`src/bfe_pkg.sv`:
```
// Shared types and constants for the byte-stuffed frame encoder.
package bfe_pkg;

    localparam int BYTE_W      = 8;
    localparam int CFG_IDX_W   = 3;
    localparam int QUEUE_DEPTH = 4;

    localparam logic [BYTE_W-1:0] STUFF_MASK = 8'h20;

    localparam logic [CFG_IDX_W-1:0] REG_FLAG     = 3'd0;
    localparam logic [CFG_IDX_W-1:0] REG_ESCAPE   = 3'd1;
    localparam logic [CFG_IDX_W-1:0] REG_ADDRESS  = 3'd2;
    localparam logic [CFG_IDX_W-1:0] REG_CTRL_SEQ0 = 3'd3;
    localparam logic [CFG_IDX_W-1:0] REG_CTRL_SEQ1 = 3'd4;

    localparam logic [BYTE_W-1:0] RESET_FLAG      = 8'd126;
    localparam logic [BYTE_W-1:0] RESET_ESCAPE    = 8'd125;
    localparam logic [BYTE_W-1:0] RESET_ADDRESS   = 8'd3;
    localparam logic [BYTE_W-1:0] RESET_CTRL_SEQ0 = 8'd0;
    localparam logic [BYTE_W-1:0] RESET_CTRL_SEQ1 = 8'd64;

    typedef struct packed {
        logic [BYTE_W-1:0] flag;
        logic [BYTE_W-1:0] escape;
        logic [BYTE_W-1:0] address;
        logic [BYTE_W-1:0] ctrl_seq0;
        logic [BYTE_W-1:0] ctrl_seq1;
    } cfg_t;

    typedef struct packed {
        logic [BYTE_W-1:0] data;
        logic [BYTE_W-1:0] check;
        logic              first;
        logic              last;
        logic              seq;
    } cmd_t;

    typedef enum logic [3:0] {
        ST_START,
        ST_HDR_FLAG,
        ST_HDR_ADDR,
        ST_HDR_CTRL,
        ST_HDR_XOR,
        ST_DATA,
        ST_DATA_STUFF,
        ST_CHECK,
        ST_CHECK_STUFF,
        ST_CLOSE
    } step_t;

endpackage

```
`src/bfe_front.sv`:
```
// Front end: accepts payload requests, tracks frame state and the running check byte.
module bfe_front
    import bfe_pkg::*;
(
    input  logic              clk,
    input  logic              rst_n,
    input  logic              in_valid,
    output logic              in_stall,
    input  logic [BYTE_W-1:0] payload_byte,
    input  logic              last_byte,
    input  logic              sequence_bit,
    input  logic              queue_full,
    output logic              push,
    output cmd_t              push_cmd
);

    logic              frame_open_reg;
    logic              frame_open_next;
    logic [BYTE_W-1:0] check_reg;
    logic [BYTE_W-1:0] check_next;
    logic [BYTE_W-1:0] check_new;

    assign in_stall = queue_full;
    assign push     = in_valid && !queue_full;

    assign check_new = (frame_open_reg ? check_reg : '0) ^ payload_byte;

    always_comb
    begin
        push_cmd.data  = payload_byte;
        push_cmd.check = check_new;
        push_cmd.first = !frame_open_reg;
        push_cmd.last  = last_byte;
        push_cmd.seq   = sequence_bit;
    end

    always_comb
    begin
        frame_open_next = frame_open_reg;
        check_next      = check_reg;
        if (push)
        begin
            if (last_byte)
            begin
                frame_open_next = 1'b0;
                check_next      = '0;
            end
            else
            begin
                frame_open_next = 1'b1;
                check_next      = check_new;
            end
        end
    end

    always_ff @(posedge clk or negedge rst_n)
    begin
        if (!rst_n)
        begin
            frame_open_reg <= 1'b0;
            check_reg      <= '0;
        end
        else
        begin
            frame_open_reg <= frame_open_next;
            check_reg      <= check_next;
        end
    end

endmodule

```
`src/bfe_queue.sv`:
```
// Small command queue between the front end and the line sequencer.
module bfe_queue
    import bfe_pkg::*;
#(
    parameter int DEPTH = QUEUE_DEPTH
)
(
    input  logic clk,
    input  logic rst_n,
    input  logic push,
    input  cmd_t push_cmd,
    input  logic pop,
    output cmd_t head_cmd,
    output logic empty,
    output logic full
);

    localparam int PTR_W = (DEPTH > 1) ? $clog2(DEPTH) : 1;
    localparam int CNT_W = $clog2(DEPTH + 1);
    localparam logic [PTR_W-1:0] LAST_PTR = PTR_W'(DEPTH - 1);
    localparam logic [CNT_W-1:0] FULL_CNT = CNT_W'(DEPTH);

    cmd_t             entries_reg [DEPTH];
    logic [PTR_W-1:0] wr_ptr_reg;
    logic [PTR_W-1:0] wr_ptr_next;
    logic [PTR_W-1:0] rd_ptr_reg;
    logic [PTR_W-1:0] rd_ptr_next;
    logic [CNT_W-1:0] count_reg;
    logic [CNT_W-1:0] count_next;
    logic             do_push;
    logic             do_pop;

    assign empty    = (count_reg == '0);
    assign full     = (count_reg == FULL_CNT);
    assign do_push  = push && !full;
    assign do_pop   = pop && !empty;
    assign head_cmd = entries_reg[rd_ptr_reg];

    always_comb
    begin
        wr_ptr_next = wr_ptr_reg;
        rd_ptr_next = rd_ptr_reg;
        count_next  = count_reg;
        if (do_push)
        begin
            wr_ptr_next = (wr_ptr_reg == LAST_PTR) ? '0 : wr_ptr_reg + 1'b1;
        end
        if (do_pop)
        begin
            rd_ptr_next = (rd_ptr_reg == LAST_PTR) ? '0 : rd_ptr_reg + 1'b1;
        end
        if (do_push && !do_pop)
        begin
            count_next = count_reg + 1'b1;
        end
        else if (do_pop && !do_push)
        begin
            count_next = count_reg - 1'b1;
        end
    end

    always_ff @(posedge clk)
    begin
        if (do_push)
        begin
            entries_reg[wr_ptr_reg] <= push_cmd;
        end
    end

    always_ff @(posedge clk or negedge rst_n)
    begin
        if (!rst_n)
        begin
            wr_ptr_reg <= '0;
            rd_ptr_reg <= '0;
            count_reg  <= '0;
        end
        else
        begin
            wr_ptr_reg <= wr_ptr_next;
            rd_ptr_reg <= rd_ptr_next;
            count_reg  <= count_next;
        end
    end

endmodule

```
`src/bfe_back.sv`:
```
// Line sequencer: expands each queued command into header, stuffed and trailer bytes.
module bfe_back
    import bfe_pkg::*;
(
    input  logic              clk,
    input  logic              rst_n,
    input  cfg_t              cfg,
    input  cmd_t              head_cmd,
    input  logic              queue_empty,
    output logic              pop,
    output logic              out_valid,
    input  logic              out_stall,
    output logic [BYTE_W-1:0] line_byte,
    output logic              run_end,
    output logic              frame_end
);

    step_t             step_reg;
    step_t             step_next;
    step_t             cur_step;
    logic              advance;
    logic              data_hit;
    logic              check_hit;
    logic [BYTE_W-1:0] ctrl;
    logic [BYTE_W-1:0] emit_byte;
    logic              emit_run_end;
    logic              emit_frame_end;
    logic              out_valid_reg;
    logic              out_valid_next;
    logic [BYTE_W-1:0] line_byte_reg;
    logic              run_end_reg;
    logic              frame_end_reg;

    assign advance   = !queue_empty && (!out_valid_reg || !out_stall);
    assign data_hit  = (head_cmd.data == cfg.flag) || (head_cmd.data == cfg.escape);
    assign check_hit = (head_cmd.check == cfg.flag) || (head_cmd.check == cfg.escape);
    assign ctrl      = head_cmd.seq ? cfg.ctrl_seq1 : cfg.ctrl_seq0;

    always_comb
    begin
        if (step_reg == ST_START)
        begin
            cur_step = head_cmd.first ? ST_HDR_FLAG : ST_DATA;
        end
        else
        begin
            cur_step = step_reg;
        end
    end

    always_comb
    begin
        step_next = step_reg;
        pop       = 1'b0;
        if (advance)
        begin
            case (cur_step)
                ST_HDR_FLAG:  step_next = ST_HDR_ADDR;
                ST_HDR_ADDR:  step_next = ST_HDR_CTRL;
                ST_HDR_CTRL:  step_next = ST_HDR_XOR;
                ST_HDR_XOR:   step_next = ST_DATA;
                ST_DATA:
                begin
                    if (data_hit)
                    begin
                        step_next = ST_DATA_STUFF;
                    end
                    else if (head_cmd.last)
                    begin
                        step_next = ST_CHECK;
                    end
                    else
                    begin
                        step_next = ST_START;
                        pop       = 1'b1;
                    end
                end
                ST_DATA_STUFF:
                begin
                    if (head_cmd.last)
                    begin
                        step_next = ST_CHECK;
                    end
                    else
                    begin
                        step_next = ST_START;
                        pop       = 1'b1;
                    end
                end
                ST_CHECK:       step_next = check_hit ? ST_CHECK_STUFF : ST_CLOSE;
                ST_CHECK_STUFF: step_next = ST_CLOSE;
                ST_CLOSE:
                begin
                    step_next = ST_START;
                    pop       = 1'b1;
                end
                default:        step_next = ST_START;
            endcase
        end
    end

    always_comb
    begin
        emit_byte      = '0;
        emit_run_end   = 1'b0;
        emit_frame_end = 1'b0;
        case (cur_step)
            ST_HDR_FLAG:    emit_byte = cfg.flag;
            ST_HDR_ADDR:    emit_byte = cfg.address;
            ST_HDR_CTRL:    emit_byte = ctrl;
            ST_HDR_XOR:     emit_byte = cfg.address ^ ctrl;
            ST_DATA:
            begin
                emit_byte    = data_hit ? cfg.escape : head_cmd.data;
                emit_run_end = !data_hit && !head_cmd.last;
            end
            ST_DATA_STUFF:
            begin
                emit_byte    = head_cmd.data ^ STUFF_MASK;
                emit_run_end = !head_cmd.last;
            end
            ST_CHECK:       emit_byte = check_hit ? cfg.escape : head_cmd.check;
            ST_CHECK_STUFF: emit_byte = head_cmd.check ^ STUFF_MASK;
            ST_CLOSE:
            begin
                emit_byte      = cfg.flag;
                emit_run_end   = 1'b1;
                emit_frame_end = 1'b1;
            end
            default:        emit_byte = '0;
        endcase
    end

    always_comb
    begin
        if (advance)
        begin
            out_valid_next = 1'b1;
        end
        else if (out_valid_reg && out_stall)
        begin
            out_valid_next = 1'b1;
        end
        else
        begin
            out_valid_next = 1'b0;
        end
    end

    always_ff @(posedge clk)
    begin
        if (advance)
        begin
            line_byte_reg <= emit_byte;
            run_end_reg   <= emit_run_end;
            frame_end_reg <= emit_frame_end;
        end
    end

    always_ff @(posedge clk or negedge rst_n)
    begin
        if (!rst_n)
        begin
            step_reg      <= ST_START;
            out_valid_reg <= 1'b0;
        end
        else
        begin
            step_reg      <= step_next;
            out_valid_reg <= out_valid_next;
        end
    end

    assign out_valid = out_valid_reg;
    assign line_byte = line_byte_reg;
    assign run_end   = run_end_reg;
    assign frame_end = frame_end_reg;

endmodule

```
`src/byte_stuffed_frame_encoder.sv`:
```
// Top level of the byte-stuffed frame encoder with its configuration registers.
// The front end takes one payload request per cycle while its command queue (QUEUE_DEPTH
// entries) has room; the line sequencer behind it sends exactly one line byte per cycle
// when the output is not stalled and the queue is not empty. A payload byte becomes one
// line byte, or two when it is escaped; the first byte of a frame adds four header bytes and
// the last byte adds two or three trailer bytes (check byte, its escape if needed, closing
// flag). Sustained throughput is set by the line sequencer's one-byte-per-cycle output
// register. There is no clearing pass after reset; the configuration registers come up at
// their defaults and may be written whenever no frame bytes are in flight.
module byte_stuffed_frame_encoder
    import bfe_pkg::*;
#(
    parameter int QUEUE_DEPTH_P = QUEUE_DEPTH
)
(
    input  logic                 clk,
    input  logic                 rst_n,
    input  logic                 in_valid,
    output logic                 in_stall,
    input  logic [BYTE_W-1:0]    payload_byte,
    input  logic                 last_byte,
    input  logic                 sequence_bit,
    output logic                 out_valid,
    input  logic                 out_stall,
    output logic [BYTE_W-1:0]    line_byte,
    output logic                 run_end,
    output logic                 frame_end,
    input  logic                 cfg_valid,
    output logic                 cfg_ready,
    input  logic [CFG_IDX_W-1:0] cfg_index,
    input  logic [BYTE_W-1:0]    cfg_data
);

    cfg_t cfg_reg;
    cfg_t cfg_next;
    logic push;
    cmd_t push_cmd;
    logic pop;
    cmd_t head_cmd;
    logic queue_empty;
    logic queue_full;

    assign cfg_ready = 1'b1;

    always_comb
    begin
        cfg_next = cfg_reg;
        if (cfg_valid)
        begin
            case (cfg_index)
                REG_FLAG:      cfg_next.flag      = cfg_data;
                REG_ESCAPE:    cfg_next.escape    = cfg_data;
                REG_ADDRESS:   cfg_next.address   = cfg_data;
                REG_CTRL_SEQ0: cfg_next.ctrl_seq0 = cfg_data;
                REG_CTRL_SEQ1: cfg_next.ctrl_seq1 = cfg_data;
                default:       cfg_next = cfg_reg;
            endcase
        end
    end

    always_ff @(posedge clk or negedge rst_n)
    begin
        if (!rst_n)
        begin
            cfg_reg.flag      <= RESET_FLAG;
            cfg_reg.escape    <= RESET_ESCAPE;
            cfg_reg.address   <= RESET_ADDRESS;
            cfg_reg.ctrl_seq0 <= RESET_CTRL_SEQ0;
            cfg_reg.ctrl_seq1 <= RESET_CTRL_SEQ1;
        end
        else
        begin
            cfg_reg <= cfg_next;
        end
    end

    bfe_front u_front (
        .clk          (clk),
        .rst_n        (rst_n),
        .in_valid     (in_valid),
        .in_stall     (in_stall),
        .payload_byte (payload_byte),
        .last_byte    (last_byte),
        .sequence_bit (sequence_bit),
        .queue_full   (queue_full),
        .push         (push),
        .push_cmd     (push_cmd)
    );

    bfe_queue #(
        .DEPTH (QUEUE_DEPTH_P)
    ) u_queue (
        .clk      (clk),
        .rst_n    (rst_n),
        .push     (push),
        .push_cmd (push_cmd),
        .pop      (pop),
        .head_cmd (head_cmd),
        .empty    (queue_empty),
        .full     (queue_full)
    );

    bfe_back u_back (
        .clk         (clk),
        .rst_n       (rst_n),
        .cfg         (cfg_reg),
        .head_cmd    (head_cmd),
        .queue_empty (queue_empty),
        .pop         (pop),
        .out_valid   (out_valid),
        .out_stall   (out_stall),
        .line_byte   (line_byte),
        .run_end     (run_end),
        .frame_end   (frame_end)
    );

endmodule

```
`config.mk`:
```
export PLATFORM = sky130hd
export DESIGN_NAME = byte_stuffed_frame_encoder
export DESIGN_NICKNAME = d
export VERILOG_FILES = /design/src/bfe_pkg.sv /design/src/bfe_front.sv /design/src/bfe_queue.sv /design/src/bfe_back.sv /design/src/byte_stuffed_frame_encoder.sv
export SDC_FILE = /design/constraint.sdc
export NUM_CORES = 1
export LEC_CHECK = 0
export BUFFER_PORTS_ARGS = -buffer_cell sky130_fd_sc_hd__buf_2
export CORE_UTILIZATION = 45
export CTS_BUF_LIST = sky130_fd_sc_hd__clkbuf_4 sky130_fd_sc_hd__clkbuf_8
export CTS_CLUSTER_SIZE = 30
export DETAILED_ROUTE_END_ITERATION = 10
export MAX_ROUTING_LAYER = met4
export SYNTH_ARGS = -nofsm -noshare
export SYNTH_HDL_FRONTEND = slang
export SYNTH_SLANG_ARGS = --single-unit
```
`constraint.sdc`:
```
create_clock -name clk -period 2.8 [get_ports clk]
set_input_delay 0.56 -clock clk [delete_from_list [all_inputs] [get_ports clk]]
set_output_delay 0.56 -clock clk [all_outputs]
set_load 0.01 [all_outputs]
```
==> results.md <==
* Outcome: finished, violations left
* Failing checks: DRC, setup timing
* Pleak at 3.177 nW
* Flop-to-flop setup slack at -0.29 ns
* Mapped Area at 0.006853 mm²
* Worst min-delay path category: primary input to register
* Chip Height at 125.4 µm
* Post-synth EDFFs at 86
* Sw Share at 36.23%
* Final non-filler cell total at 795
* Overflow after GRT at 0
* Share of post-route cells with drive strength above 1 at 39.44%
* Total routed wirelength at 16.32 mm
* DR DRC count at 1
* Syn_area_per_cell at 13.90 µm²
* Yosys warns at 0
* PwrDens at 1119 mW/mm²
* IO Port Bufs at 37
* Min Clock Period, post-route at 3.090 ns
* Clock skew after layout at 0.01679 ns
* Post-synth top area cell: edfxtp_1
* Top-level I/O count at 39
* Synth Flop Type: edfxtp_1
* Crit path max fanout at 6
* Antenna Nets Post-Route at 0
* Pint at 5.932 mW
* Die Area at 0.01573 mm²
* Place WS at -0.3118 ns
* GRT Total Usage at 22.71%
* Syn Nets at 526
* FP Rows at 44
* Kind of critical path: register to register
* Synth async-reset ratio at 41.50%
* CORE AREA at 0.01470 mm²
* CTS HTree Levels at 4
* Slew margin rel. at 27.85%
* CTS buffer count at 17
* Vias in the first global route at 4,506
* Final worst path period share at 110.4%
* Logic pwr share at 45.8%
* Final Max Slew Viols at 0
* Post-synth cell types at 53
* Largest net degree at the start of global routing at 32
* CP startpoint kind: register
* PnR worst setup slack at -0.2899 ns
* Initial antenna violation count at 0
* Maximum clock frequency at 323.6 MHz
* Antenna diode count at 0
* TritonRoute pass-1 iters at 10
* Top-area cell type share of the netlist area at 37.68%
* DP HPWL at 11.48 mm
* Clock latency on the worst-skew pair at 0.46 ns
* GPL Wtd Cong at 0.9242
* CP required at 3.18 ns
* Routed length per instance at 20.53 µm
* Placed Cells at 745
* RSZ-0062 raised after global routing: yes
* Arrival time at the worst endpoint at 3.47 ns
* Final net count at 631
* Crit. End Element: register
* Clock transition at path regs at 0.08 ns
* Avg Vias per Cell at 5.605
* Switching power at 3.370 mW
* Final Power at 9.301 mW
* Post-Synthesis Cells at 493
* Total number of vias at 4,456
* Sequential share of the synthesized area at 60.23%
* Flop pwr share at 36.0%
* #FFs+latches synth at 147
* IR drop worst, VDD at 522.4 µV
* Initial Utilization at 46.62%
* Die X at 125.4 µm
* Power share of the clock group at 18.1%
* Slew @ Worst Pin at 1.082 ns
* Setup-failing EPs final at 4
* Clock Path Buffers at 2
* Area delta synth->final at 21.27%
* Max FFs per register at 76
* Clock sink count at 147
* First-pass GRT wire length at 25.62 mm
* Number of max-cap violations at 0
* CTS tree: done
* Clk Tree Root Cell: clkbuf_8
* Top post-synthesis cells by area: edfxtp_1 38%, dfrtp_1 17%, dfstp_2 5.8%
* Fin. Hold Viols at 0
* First-iteration detailed-routing DRC count at 274
[logic make-up (layout without fill, tap and decap cells)]
logic type	count (synthesis)	after routing	synth area share (%)
flip-flops	147	147	60.23
AO/OA/AOI/OAI	86	86	9.001
multiplexers	62	62	13.38
buffers and inverters	36	154	2.483
AND/OR/NAND/NOR	107	107	7.449
XOR/XNOR	47	47	6.007
other	1	1	0.05472
adder cells (fa/ha/maj)	7	7	1.388
[through the flow]
step                cell area, µm²  setup TNS (ns)  utilization (%)  hold slack, ns
floorplan                     6878         -0.4228                -          0.2644
global placement              7562         -0.6379            51.45          0.4623
detailed placement            7562          -1.095            51.45          0.4710
CTS                           8036         -0.5083            54.67          0.2882
global route                  8310          -1.188            56.54          0.3025
finish                        8310         -0.5697            56.54          0.3120
[layout by cell type (no fill, tap or decap), types with 4 or more instances in the layout]
cell type   n
clkbuf_8   17
xnor2_1    37
o21ai_0    29
o21ai_1     7
dfstp_2    15
nand2_1    42
nor3_1      9
mux2i_1     4
inv_6       6
dfrtp_1    46
mux4_2     19
and2_1      5
a221o_1     7
buf_2      37
nor2_1     24
a221oi_2    6
mux2_2     32
xnor2_2     7
nand4_1     8
edfxtp_1   86
a22oi_1     7
ha_1        5
inv_1      15
buf_4      61
a21o_1      7
a21oi_1     6
[cells in the mapped netlist, drive strengths merged (2+ instances only)]
| library cell | count |
|---|---|
| nand3 | 2 |
| nand4 | 8 |
| xnor2 | 44 |
| and2 | 5 |
| dfstp | 15 |
| a221o | 7 |
| xor2 | 3 |
| nor2b | 2 |
| dfrtp | 46 |
| clkbuf | 10 |
| a21oi | 7 |
| ha | 6 |
| inv | 17 |
| nor2 | 26 |
| nand2b | 3 |
| nor3b | 2 |
| o211ai | 2 |
| a21o | 7 |
| nor3 | 12 |
| mux4 | 19 |
| mux2i | 8 |
| a22oi | 8 |
| mux2 | 35 |
| a221oi | 8 |
| nand2 | 42 |
| edfxtp | 86 |
| o21ai | 37 |
| buf | 9 |
[layout make-up]
class	count	area (µm²)
inverters	17	63.81
well taps	184	230.2
repair buffers	105	750.7
fillers	1204	6389
multi-input cells	310	2740
clock buffers	19	249.0
flip-flops and latches	147	4128
clock inverters	13	148.9
[path summary, 6_finish.rpt]
path	cells after the start	start	endpoint
hold reg to reg	2	u_front.check_reg[1]$_DFFE_PN0P_	u_front.check_reg[1]$_DFFE_PN0P_
min in group asynchronous	2	rst_n	cfg_reg[21]$_DFFE_PN0P_
max in group asynchronous	3	rst_n	cfg_reg[34]$_DFFE_PN1P_
setup / recovery	14	u_queue.rd_ptr_reg[0]$_DFFE_PN0P_	u_queue.count_reg[2]$_DFFE_PN0P_
setup reg to reg	14	u_queue.rd_ptr_reg[0]$_DFFE_PN0P_	u_queue.count_reg[2]$_DFFE_PN0P_
hold / removal	3	out_stall	u_back.out_valid$_DFF_PN0_
[power by group through the flow]
stage                     registers, mW  clock network, mW  logic [mW]
after floorplan                    3.29                  0        2.46
after global placement             3.36                  0        3.59
after detailed placement           3.37                  0        3.67
after CTS                          3.34               1.72        3.81
after global routing               3.42               1.80        4.61
final                              3.35               1.69        4.26
[worst max-delay path, stage by stage (launching register included)]
cell and delay (ns):
dfrtp_1 0.41, buf_6 0.16, mux4_2 0.58, xnor2_2 0.21
nand4_1 0.12, o22ai_2 0.26, nor4_4 0.07, a31o_4 0.26
inv_2 0.06, ha_4 0.12, inv_2 0.04, fa_2 0.32
xor2_1 0.14, nor2_1 0.11, xor2_1 0.15
[what timing repair did]
| action | in CTS | in global routing |
|---|---|---|
| hold endpoints to repair | 8 | 0 |
| pin swaps | 5 | 20 |
| resized for setup | 11 | 25 |
| hold buffers | 1 | 0 |
| setup endpoints to repair | 11 | 11 |
| setup buffers | 2 | 15 |
[routing by layer]
metal,vias to the layer above,part of all wire (%),routed length [µm],global-route usage [%]
met2,120,51,8381,37.86
met3,25,3.8,626,3.851
li1,2050,-,-,-
met1,2261,43,7007,28.53
met5,-,0,0,-
met4,0,1.9,303,6.671
Power figures use the tool's default switching activity.
